$ cat config.mk
export PLATFORM = sky130hd
export DESIGN_NAME = delimiter_frame_splitter
export DESIGN_NICKNAME = d
export VERILOG_FILES = /design/src/sv/dfs_pkg.sv /design/src/sv/dfs_core.sv /design/src/sv/dfs_out_buf.sv /design/src/sv/delimiter_frame_splitter.sv
export VERILOG_INCLUDE_DIRS = /design/src /design/src/sv
export SDC_FILE = /design/constraint.sdc
export NUM_CORES = 1
export LEC_CHECK = 0
export ABC_AREA = 1
export BUFFER_PORTS_ARGS = -buffer_cell sky130_fd_sc_hd__buf_2
export CAP_MARGIN = 20
export CELL_PAD_IN_SITES_DETAIL_PLACEMENT = 1
export CELL_PAD_IN_SITES_GLOBAL_PLACEMENT = 2
export CORE_MARGIN = 2
export CORE_UTILIZATION = 34
export DETAILED_ROUTE_END_ITERATION = 7
export PLACE_DENSITY_LB_ADDON = 0.1
export SYNTH_ARGS = -nofsm -noshare
export SYNTH_HDL_FRONTEND = slang
export SYNTH_SLANG_ARGS = --single-unit
$ cat constraint.sdc
create_clock -name clock -period 3.1 [get_ports clock]
set_input_delay 0.465 -clock clock [delete_from_list [all_inputs] [get_ports clock]]
set_output_delay 0.465 -clock clock [all_outputs]
set_load 0.02 [all_outputs]
$ cat src/sv/delimiter_frame_splitter_assert.svh
// Assertion macros for the delimiter frame splitter.
`ifndef DELIMITER_FRAME_SPLITTER_ASSERT_SVH
`define DELIMITER_FRAME_SPLITTER_ASSERT_SVH

// Same-cycle implication, checked outside reset.
`define DFS_ASSERT_NOW(label, clk, rst, ante, cons, msg) \
   label: assert property (@(posedge clk) disable iff (rst) (ante) |-> (cons)) \
      else $error(msg);

// Next-cycle implication, checked outside reset.
`define DFS_ASSERT_NEXT(label, clk, rst, ante, cons, msg) \
   label: assert property (@(posedge clk) disable iff (rst) (ante) |=> (cons)) \
      else $error(msg);

`endif

$ cat src/sv/dfs_pkg.sv
// Shared types and constants for the delimiter frame splitter.
package dfs_pkg;

   localparam int CSR_IDX_W  = 1;
   localparam int CSR_DATA_W = 64;
   localparam int LEN_W      = 16;

   localparam logic [CSR_IDX_W-1:0] CSR_DELIM_PATTERN = 1'b0;
   localparam logic [CSR_IDX_W-1:0] CSR_MAX_FRAME_LEN = 1'b1;

   localparam logic [CSR_DATA_W-1:0] PATTERN_RESET = 64'hF708_FB04_FD02_FE01;
   localparam logic [LEN_W-1:0]      MAXLEN_RESET  = 16'd1500;
   localparam logic [LEN_W-1:0]      COUNT_MAX     = 16'hFFFF;

   localparam logic KIND_DATA    = 1'b0;
   localparam logic KIND_RESTART = 1'b1;

   typedef struct packed {
      logic       kind;
      logic [7:0] in_byte;
   } req_type;

   typedef struct packed {
      logic [7:0] out_byte;
      logic       last;
      logic       overlong;
      logic       aborted;
   } rsp_type;

   typedef struct packed {
      logic pending_valid;
      logic window_empty;
   } core_status_type;

endpackage

$ cat src/sv/dfs_core.sv
// Delimiter match window, pending byte and frame counter.
module dfs_core import dfs_pkg::*; #(
   parameter int DELIM_LEN = 8
) (
   input  logic                   clock,
   input  logic                   reset,
   input  logic                   in_valid,
   input  req_type                in_data,
   input  logic [8*DELIM_LEN-1:0] pattern,
   input  logic [LEN_W-1:0]       max_len,
   output logic                   res_valid,
   output rsp_type                res_data,
   output core_status_type        status
);

   localparam int PAT_W  = 8 * DELIM_LEN;
   localparam int FILL_W = $clog2(DELIM_LEN);

   logic [PAT_W-1:0]  window_ff, window_in;
   logic [FILL_W-1:0] fill_ff, fill_in;
   logic [7:0]        pending_ff, pending_in;
   logic              pending_valid_ff, pending_valid_in;
   logic [LEN_W-1:0]  count_ff, count_in;

   logic [PAT_W-1:0]  win_ins;
   logic              full;
   logic              match;
   logic              overlong;

   // Drop the new byte into the first free lane.
   always_comb begin
      win_ins = window_ff;
      for (int i = 0; i < DELIM_LEN; i++) begin
         if (fill_ff == FILL_W'(i)) begin
            win_ins[8*i +: 8] = in_data.in_byte;
         end
      end
   end

   assign full     = (fill_ff == FILL_W'(DELIM_LEN - 1));
   assign match    = (win_ins == pattern);
   assign overlong = (count_ff > max_len);

   always_comb begin
      window_in        = window_ff;
      fill_in          = fill_ff;
      pending_in       = pending_ff;
      pending_valid_in = pending_valid_ff;
      count_in         = count_ff;
      res_valid        = 1'b0;
      res_data         = '0;
      if (in_valid) begin
         if (in_data.kind == KIND_RESTART) begin
            // abort an open frame, drop everything
            res_valid        = pending_valid_ff;
            res_data.aborted = 1'b1;
            window_in        = '0;
            fill_in          = '0;
            pending_valid_in = 1'b0;
            count_in         = '0;
         end else if (!full) begin
            window_in = win_ins;
            fill_in   = fill_ff + FILL_W'(1);
         end else if (match) begin
            // delimiter closes the frame on the pending byte
            res_valid         = pending_valid_ff;
            res_data.out_byte = pending_ff;
            res_data.last     = 1'b1;
            res_data.overlong = overlong;
            window_in         = '0;
            fill_in           = '0;
            pending_valid_in  = 1'b0;
            count_in          = '0;
         end else begin
            // oldest window byte is confirmed as data
            res_valid         = pending_valid_ff;
            res_data.out_byte = pending_ff;
            res_data.overlong = overlong;
            pending_in        = win_ins[7:0];
            pending_valid_in  = 1'b1;
            window_in         = {8'h00, win_ins[PAT_W-1:8]};
            if (count_ff != COUNT_MAX) begin
               count_in = count_ff + LEN_W'(1);
            end
         end
      end
   end

   always_ff @(posedge clock) begin
      if (reset) begin
         window_ff        <= '0;
         fill_ff          <= '0;
         pending_ff       <= '0;
         pending_valid_ff <= 1'b0;
         count_ff         <= '0;
      end else begin
         window_ff        <= window_in;
         fill_ff          <= fill_in;
         pending_ff       <= pending_in;
         pending_valid_ff <= pending_valid_in;
         count_ff         <= count_in;
      end
   end

   assign status.pending_valid = pending_valid_ff;
   assign status.window_empty  = (fill_ff == '0);

endmodule

$ cat src/sv/dfs_out_buf.sv
// Result register with a skid stage.
module dfs_out_buf import dfs_pkg::*; (
   input  logic    clock,
   input  logic    reset,
   input  logic    in_valid,
   input  rsp_type in_data,
   output logic    full,
   output logic    rsp_valid,
   output rsp_type rsp_data,
   input  logic    rsp_stall
);

   logic    main_valid_ff, main_valid_in;
   logic    skid_valid_ff, skid_valid_in;
   rsp_type main_ff, main_in;
   rsp_type skid_ff, skid_in;
   logic    drain;

   assign drain = main_valid_ff && !rsp_stall;

   always_comb begin
      main_valid_in = main_valid_ff;
      skid_valid_in = skid_valid_ff;
      main_in       = main_ff;
      skid_in       = skid_ff;
      if (skid_valid_ff) begin
         if (drain) begin
            main_in       = skid_ff;
            skid_valid_in = 1'b0;
         end
      end else if (in_valid) begin
         if (!main_valid_ff || drain) begin
            main_in       = in_data;
            main_valid_in = 1'b1;
         end else begin
            // hold the new result beside the stalled one
            skid_in       = in_data;
            skid_valid_in = 1'b1;
         end
      end else if (drain) begin
         main_valid_in = 1'b0;
      end
   end

   always_ff @(posedge clock) begin
      if (reset) begin
         main_valid_ff <= 1'b0;
         skid_valid_ff <= 1'b0;
      end else begin
         main_valid_ff <= main_valid_in;
         skid_valid_ff <= skid_valid_in;
      end
   end

   always_ff @(posedge clock) begin
      main_ff <= main_in;
      skid_ff <= skid_in;
   end

   assign full      = skid_valid_ff;
   assign rsp_valid = main_valid_ff;
   assign rsp_data  = main_ff;

endmodule

$ cat src/sv/delimiter_frame_splitter.sv
// Results reach rsp through the result register, via the skid stage if stalled.
// A data byte is emitted with the data transfer after the one that confirms it.
// Throughput: one req transfer per cycle while req_stall is low.
// req_stall rises only when both result register and skid stage are full.
// Reset: synchronous; clears stream state, restores pattern and max length.
module delimiter_frame_splitter import dfs_pkg::*; #(
   parameter int DELIM_LEN = 8
) (
   input  logic                  clock,
   input  logic                  reset,
   input  logic                  req_valid,
   output logic                  req_stall,
   input  req_type               req_data,
   output logic                  rsp_valid,
   input  logic                  rsp_stall,
   output rsp_type               rsp_data,
   input  logic                  csr_we,
   input  logic [CSR_IDX_W-1:0]  csr_index,
   input  logic [CSR_DATA_W-1:0] csr_wdata
);

`include "delimiter_frame_splitter_assert.svh"

   localparam int PAT_W = 8 * DELIM_LEN;

   logic [CSR_DATA_W-1:0] pattern_ff;
   logic [LEN_W-1:0]      max_len_ff;
   logic                  req_xfer;
   logic                  res_valid;
   rsp_type               res_data;
   core_status_type       core_status;
   logic                  restart_xfer;
   logic                  stream_idle;
   logic                  abort_out;
   logic                  abort_empty;

   always_ff @(posedge clock) begin
      if (reset) begin
         pattern_ff <= PATTERN_RESET;
         max_len_ff <= MAXLEN_RESET;
      end else if (csr_we) begin
         case (csr_index)
            CSR_DELIM_PATTERN: pattern_ff <= csr_wdata;
            CSR_MAX_FRAME_LEN: max_len_ff <= csr_wdata[LEN_W-1:0];
            default: ;
         endcase
      end
   end

   assign req_xfer = req_valid && !req_stall;

   dfs_core #(
      .DELIM_LEN (DELIM_LEN)
   ) u_core (
      .clock     (clock),
      .reset     (reset),
      .in_valid  (req_xfer),
      .in_data   (req_data),
      .pattern   (pattern_ff[PAT_W-1:0]),
      .max_len   (max_len_ff),
      .res_valid (res_valid),
      .res_data  (res_data),
      .status    (core_status)
   );

   dfs_out_buf u_out_buf (
      .clock     (clock),
      .reset     (reset),
      .in_valid  (res_valid),
      .in_data   (res_data),
      .full      (req_stall),
      .rsp_valid (rsp_valid),
      .rsp_data  (rsp_data),
      .rsp_stall (rsp_stall)
   );

   assign restart_xfer = req_xfer && req_data.kind == KIND_RESTART;
   assign stream_idle  = !core_status.pending_valid && core_status.window_empty;
   assign abort_out    = rsp_valid && rsp_data.aborted;
   assign abort_empty  = rsp_data.out_byte == 8'h00 && !rsp_data.last && !rsp_data.overlong;

   `DFS_ASSERT_NOW(a_skid_behind_main, clock, reset, req_stall, rsp_valid, "skid without result")
   `DFS_ASSERT_NOW(a_abort_clean, clock, reset, abort_out, abort_empty, "abort carries data")
   `DFS_ASSERT_NEXT(a_restart_clears, clock, reset, restart_xfer, stream_idle, "state kept")
   `DFS_ASSERT_NOW(a_stall_cause, clock, reset, $rose(req_stall), $past(rsp_stall), "stray stall")

endmodule
==> results of run 1 <==
[critical path, stage by stage, from the launching register on]
cell,delay [ns]
dfxtp_2,0.34
inv_1,0.08
ha_1,0.20
buf_4,0.21
nand2_2,0.16
nand2_1,0.15
nand2_1,0.12
nand2_1,0.08
nand2_1,0.04
nor2_1,0.15
nand2_1,0.08
nor2_1,0.10
nand2_1,0.08
nor2_2,0.12
nand2_1,0.11
buf_4,0.19
nand3_2,0.09
and2_1,0.15
buf_4,0.16
nor2_1,0.05
nor2_1,0.08
[placed cells by master, fill, tap and decap left out, types with 8 or more instances in the layout]
cell / Yosys / final
buf_4: 7 / 45
o211ai_1: 37 / 37
nor2_1: 122 / 117
a22oi_1: 56 / 56
o21ai_0: 59 / 59
clkbuf_16: 0 / 17
nand3b_1: 8 / 8
a21oi_1: 106 / 106
buf_2: 11 / 91
nand3_1: 141 / 141
dfxtp_1: 174 / 172
edfxtp_1: 22 / 22
nand2_1: 465 / 462
inv_1: 127 / 125
ha_1: 23 / 20
xor2_1: 8 / 8
[final cells by class]
class	count	area [um2]	area share, %
Clock buffer	17	425	3.62
Clock inverter	15	149	1.27
Inverter	133	505	4.30
Multi-Input combinational cell	1054	5120	43.6
Sequential cell	196	4150	35.3
Tap cell	390	488	4.15
Timing Repair Buffer	142	913	7.77
[Yosys cell counts (22+ instances only)]
cell type	number	area, um2
nand2_1	465	1750
o211ai_1	37	278
nand3_1	141	706
o21ai_0	59	295
nor2_1	122	458
clkbuf_1	57	214
edfxtp_1	22	661
a22oi_1	56	420
a21oi_1	106	531
ha_1	23	288
dfxtp_1	174	3480
inv_1	127	477
[registers in the layout, summed over array words and instances, names as in the netlist, 3 cells and up]
name,cells
max_len_ff,16
pattern_ff,64
u_core.count_ff,16
u_core.fill_ff,3
u_core.pending_ff,8
u_core.window_ff,64
u_out_buf.rsp_data,11
u_out_buf.skid_ff,11
[per-layer routing]
| metal | share of wire (%) | vias to the layer above | GRT usage [%] |
|---|---|---|---|
| met5 | 0 | - | 0 |
| met4 | 1.2 | 0 | 5.34 |
| met3 | 2.6 | 24 | 3.40 |
| met2 | 45 | 119 | 35.3 |
| met1 | 51 | 4743 | 31.4 |
| li1 | - | 4967 | - |
[repair_timing]
item	CTS	global route
setup endpoints to repair	9	32
resized for setup	1	14
gates cloned	0	0
[power by group through the flow]
stage	sequential (uW)	combinational (uW)	clock [uW]
6_report	2710	627	2250
2_1_floorplan	2740	400	0
5_1_grt	2720	715	2420
3_3_place_gp	2760	621	0
3_5_place_dp	2760	631	0
4_1_cts	2700	634	2320
[worst max-delay path by stage]
stage	end	slack, ns	cells past startpoint
after global placement	u_core.count_ff[4]	0.07	19
final	u_core.count_ff[14]	0.28	20
after global routing	u_core.count_ff[2]	0.0002	21
after detailed placement	u_core.count_ff[6]	0.02	19
after CTS	u_core.count_ff[14]	0.1	19
after floorplan	u_core.window_ff[49]	0.53	22
[metrics by stage]
stage               utilization [%]  power (uW)  setup slack [ns]  area (um2)  std cells
floorplan                         -        3140             0.531       10100       1466
global placement               37.8        3380            0.0685       11100       1914
detailed placement             37.8        3390            0.0231       11100       1914
CTS                            39.7        5660            0.0993       11700       1946
global route                   39.9        5860          0.000229       11800       1947
finish                         39.9        5590             0.278       11800       1947
[cell families after synthesis]
kind of cell | count (synthesis) | share of synthesized area, %
and+or+nand+nor | 750 | 30.3
DFF | 196 | 41.0
buffers and inverters | 216 | 8.88
AOI/OAI and AO/OA | 269 | 15.9
muxes | 1 | 0.111
adders and majority gates | 23 | 2.84
xor gates and xnor gates | 11 | 0.952
==> results.yml, run 1 <==
run_status:
  status: "completed"
synthesis:
  syn_nets: 1568
  syn_inst: 1466
  ys_seq_elements: 196
  synth_edf_count: 22
  syn_area_um2: 10100
  syn_avg_cell_area_um2: 6.90
  ys_types: 36
  yosys_warnings: 0
  yosys_most_used_dff: "dfxtp_1"
  ys_seq_area_share_pct: 41.0
  synthArstFlopShare_pct: 0
timing:
  setup_viol: 0
  relSlewSlack_pct: 35.3
  setup-tns-final_ns: 0
  finClkSkew_ns: 0.0153
  hold-worst-slack_ns: 0.216
  finalMaxSlewViolations: 0
  max_freq_ghz: 0.354
  worst_pin_slew_ns: 0.968
  hold_violations: 0
  finalCriticalPeriod_ns: 2.82
  rsz0062_at_grt: "no"
  timing.final.crit_share_pct: 91.0
min_path:
  min_path_type: "in -> reg"
  whs_endpoint: "pattern_ff[56]"
  whs_path_depth: 3
  min-delay-start: "csr_wdata[56]"
clock_tree:
  cts-root-buf: "clkbuf_16"
  clk_path_buf_depth: 2
  cts-hold-fix-buffers: 0
  cts.sinks: 196
  postCtsSetupBuffers: 0
  clkLatencyLatePin_ns: 0.47
  h-tree-depth: 4
  cts_tree: "built"
  cts_buffers: 17
  clk_pin_slew_ns: 0.07
critical_path:
  reg2reg_depth: 20
  worstPathRequired_ns: 3.50
  crit_path_end_kind: "register"
  r2r_slack_ns: 0.28
  path_class: "reg -> reg"
  rr_endpoint: "u_core.count_ff[14]"
  r2r-start: "u_core.fill_ff[1]"
  start_kind: "register"
  crit_fanout: 10
  cp_data_arrival_time_ns: 3.22
  crit_path_start: "u_core.fill_ff[1]"
flow_run:
  cap_violations: 0
floorplan:
  fp.dieH_um: 177
  die_w_um: 177
  pin_count: 92
  initial_core_util_pct: 34.3
  core-area_um2: 29500
  rows: 63
  dieArea_um2: 31200
routing:
  wirelength_um: 33400
  firstDrtPassIters: 4
  ant_nets: 0
  drt-vias-per-instance: 5.06
  drt_iter0_drc: 501
  drc: 0
  wire_per_inst_um: 17.1
  vias: 9853
cells_and_area:
  area_growth_pct: 16.1
  num_antenna_cells: 0
  fin_nets: 1646
  nFillCells: 3816
  drive_gt1_share_pct: 13.0
pwr:
  swShare_pct: 28.4
  pwr-share-seq_pct: 48.4
  p_switching_uw: 1590
  powerDensity_nw_per_um2: 475
  intPower_uw: 4000
  vdd_ir_drop_max_mv: 0.370
  power_leakage_uw: 0.00521
  comb_power_share_pct: 11.2
  clkPwrFrac_pct: 40.4
global_route:
  grt_pass1_vias: 10000
  antenna_found_initial: 0
  gr-total-overflow: 0
  grt_usage_pct: 22.2
  grt_first_pass_wirelength_um: 53800
  grt_max_degree: 69
placement:
  dp_hpwl_um: 23700
  port_buffers: 91
  gp_congestion: 0.805
(Power assumes the default switching activity.)
==> run 2: changes to the inputs <==
Settings changed: ABC_AREA 1 to unset, CORE_UTILIZATION 34 to 36.
==> run 2 against run 1 <==
Utilization rose by 7.9 points. Sequential power barely moved. Non-clock buffer count rose by 108. Cell count fell by 13%. Worst setup slack got worse by 0.57 ns. Clock-buffer cell count did not move. Combinational power rose by 6.1%. Total power rose by 2.4%. Die area fell by 7.5%. Largest cell class unchanged. The run now ends with setup timing left. Area after synthesis fell by 2.2%. First-iteration DRC count rose by 7.8%.
==> results.yml, run 2 <==
run_status:
  status: "finished with violations"
  failed_checks: "setup timing"
routing:
  firstDrtPassIters: 5
  wire_per_inst_um: 22.2
  drc: 0
  vias: 9368
  drt_iter0_drc: 540
  ant_nets: 0
  wirelength_um: 37500
  drt-vias-per-instance: 5.54
min_path:
  min_path_type: "in -> reg"
  whs_path_depth: 3
  whs_endpoint: "pattern_ff[17]"
  min-delay-start: "csr_wdata[17]"
clock_tree:
  h-tree-depth: 4
  cts_buffers: 17
  cts.sinks: 196
  clkLatencyLatePin_ns: 0.45
  clk_path_buf_depth: 2
  cts_tree: "built"
  cts-root-buf: "clkbuf_16"
  cts-hold-fix-buffers: 0
  clk_pin_slew_ns: 0.08
synthesis:
  synthTopCellsByArea: "dfxtp_1 35%, nand2_1 7.9%, edfxtp_1 6.7%"
  ys_seq_area_share_pct: 41.9
  synth_edf_count: 22
  synthArstFlopShare_pct: 0
  ys_seq_elements: 196
  syn_avg_cell_area_um2: 8.52
  synth.most_common_cell: "nand2_1"
  yosysTopAreaCellShare_pct: 35.2
  syn_inst: 1161
  synthTopCellsByCount: "207 x nand2_1, 174 x dfxtp_1, 94 x a21oi_1, 68 x clkbuf_1, 54 x mux2i_1"
  ys_types: 56
  syn_area_um2: 9890
  synth_area_leader_cell: "dfxtp_1"
  yosys_warnings: 0
  yosys_most_used_dff: "dfxtp_1"
  syn_nets: 1263
placement:
  dp_hpwl_um: 27400
  port_buffers: 91
  place_inst: 1651
  gp_congestion: 0.927
  place_area_um2: 11700
timing:
  relSlewSlack_pct: 45.5
  worst_pin_slew_ns: 0.818
  finalMaxSlewViolations: 0
  setup_slack_ns: -0.290
  timing.final.crit_share_pct: 109
  hold_violations: 0
  rsz0062_at_grt: "yes"
  finClkSkew_ns: 0.0173
  setup_viol: 86
  finalCriticalPeriod_ns: 3.39
  max_freq_ghz: 0.295
cells_and_area:
  top_regs: "pattern_ff: 64 flops, u_core.window_ff: 64 flops"
  num_antenna_cells: 0
  area_growth_pct: 30.0
  fin_nets: 1439
  finalInstanceArea_um2: 12900
  fin_cells: 1691
  drive_gt1_share_pct: 26.4
  utilization_pct: 47.7
  mostFrequentLayoutCells: "206 x nand2_1, 171 x dfxtp_1, 142 x buf_4"
  layout_commonest_cell: "nand2_1"
critical_path:
  crit_family: "simple AND/OR/NAND/NOR gates"
  r2r-start: "u_core.fill_ff[0]"
  reg2reg_depth: 11
  crit_path_end_kind: "register"
  cp_data_arrival_time_ns: 3.75
  worstPathCellList: "buf_6 > ha_4 > and2_4 > mux2i_4 > a221oi_2 > buf_4 > nand4_1 > or4_1 > or4_4 > or4b_1 > o211ai_1"
  start_kind: "register"
  crit_fanout: 7
  cp_num_buf_inv: 2
  rr_endpoint: "u_core.fill_ff[2]"
  worstPathRequired_ns: 3.46
  r2r_slack_ns: -0.29
  path_class: "reg -> reg"
  critPathMaxStageDelay_ns: 0.62
  cp_slowest_cell: "or4_4"
global_route:
  antenna_found_initial: 0
  grt_max_degree: 82
  grt_first_pass_wirelength_um: 56600
  grt_pass1_vias: 9623
  grt_usage_pct: 26.0
  gr-total-overflow: 0
pwr:
  clkPwrFrac_pct: 41.4
  intPower_uw: 4130
  power_leakage_uw: 0.00502
  swShare_pct: 27.8
  p_switching_uw: 1590
  comb_power_share_pct: 11.6
  pwr-share-seq_pct: 47.0
  powerDensity_nw_per_um2: 445
  vdd_ir_drop_max_mv: 0.331
floorplan:
  die_w_um: 170
  pin_count: 92
  initial_core_util_pct: 36.7
  dieArea_um2: 28800
  rows: 60
  core-area_um2: 27000
  fp.dieH_um: 170
flow_run:
  cap_violations: 0
-- run 2: changes by cell type after synthesis, moves of 33 or more --
cell      delta
inv_1       -85
mux2i_1     +54
nand2_1    -258
nand3_1    -128
nand3b_1    +41
nor2_1      -85
o211ai_1    -33
o21ai_0     -35
o22ai_1     +38
-- run 2: per-stage QoR --
stage / setup TNS, ns / power (uW) / setup slack (ns) / hold WS (ns)
floorplan: 0 / 3060 / 0.00892 / 0.429
finish: -19.06 / 5720 / -0.290 / 0.221
global placement: -40.61 / 3380 / -0.546 / 0.441
CTS: -19.04 / 5760 / -0.317 / 0.214
global route: -27.97 / 5960 / -0.394 / 0.207
detailed placement: -40.34 / 3390 / -0.547 / 0.445
-- run 2: worst max-delay path by stage --
stage / startpoint / endpoint / slack (ns) / depth (start not counted)
after CTS: u_core.fill_ff[0] / u_core.fill_ff[2] / -0.32 / 12
after detailed placement: u_core.fill_ff[0] / u_core.fill_ff[2] / -0.55 / 14
final: u_core.fill_ff[0] / u_core.fill_ff[2] / -0.29 / 11
after global placement: u_core.fill_ff[0] / u_core.fill_ff[2] / -0.55 / 12
after floorplan: u_core.fill_ff[1] / u_core.fill_ff[2] / 0.009 / 12
after global routing: u_core.fill_ff[2] / u_core.fill_ff[2] / -0.39 / 11
-- run 2: power groups by stage --
stage,Combinational [uW],Sequential (uW),Clock (uW)
global route,725,2700,2540
floorplan,339,2720,0
CTS,650,2690,2420
detailed placement,638,2750,0
finish,665,2690,2370
global placement,632,2750,0
-- run 2: layer usage --
metal,track usage [%],routed length [um],vias up
li1,-,-,4504
met1,32.6,16600,4572
met2,44.8,18000,219
met3,4.13,1300,73
met4,10.2,1540,0
met5,0,0,-
-- run 2: layout make-up --
class	instances	area, um2
Fill cell	3154	14100
Multi-Input combinational cell	830	5660
Sequential cell	196	4150
Timing Repair Buffer	250	1850
Tap cell	341	427
Clock buffer	17	425
Clock inverter	15	194
Inverter	42	158
-- run 2: kinds of logic after synthesis --
logic type               Yosys count  synth area share (%)
adder cells (fa/ha/maj)           23                  2.91
flip-flops                       196                  41.9
XOR/XNOR                          55                  4.87
buffers and inverters            135                  5.49
AO/OA/AOI/OAI                    301                  19.9
AND/OR/NAND/NOR                  396                  19.3
multiplexers                      55                  5.58
-- run 2: worst register-to-register path, cell delays in order (launching register included) --
cell and delay [ns]:
dfxtp_2 0.34, buf_6 0.13, ha_4 0.17, and2_4 0.18
mux2i_4 0.21, a221oi_2 0.29, buf_4 0.15, nand4_1 0.08
or4_1 0.51, or4_4 0.62, or4b_1 0.54, o211ai_1 0.09
-- run 2: repair_timing --
action,4_1_cts,5_1_grt
pin swaps,12,13
endpoints found under the hold margin,0,0
setup endpoints to repair,86,86
resized for setup,39,58
cloned,0,3
setup buffers,4,3
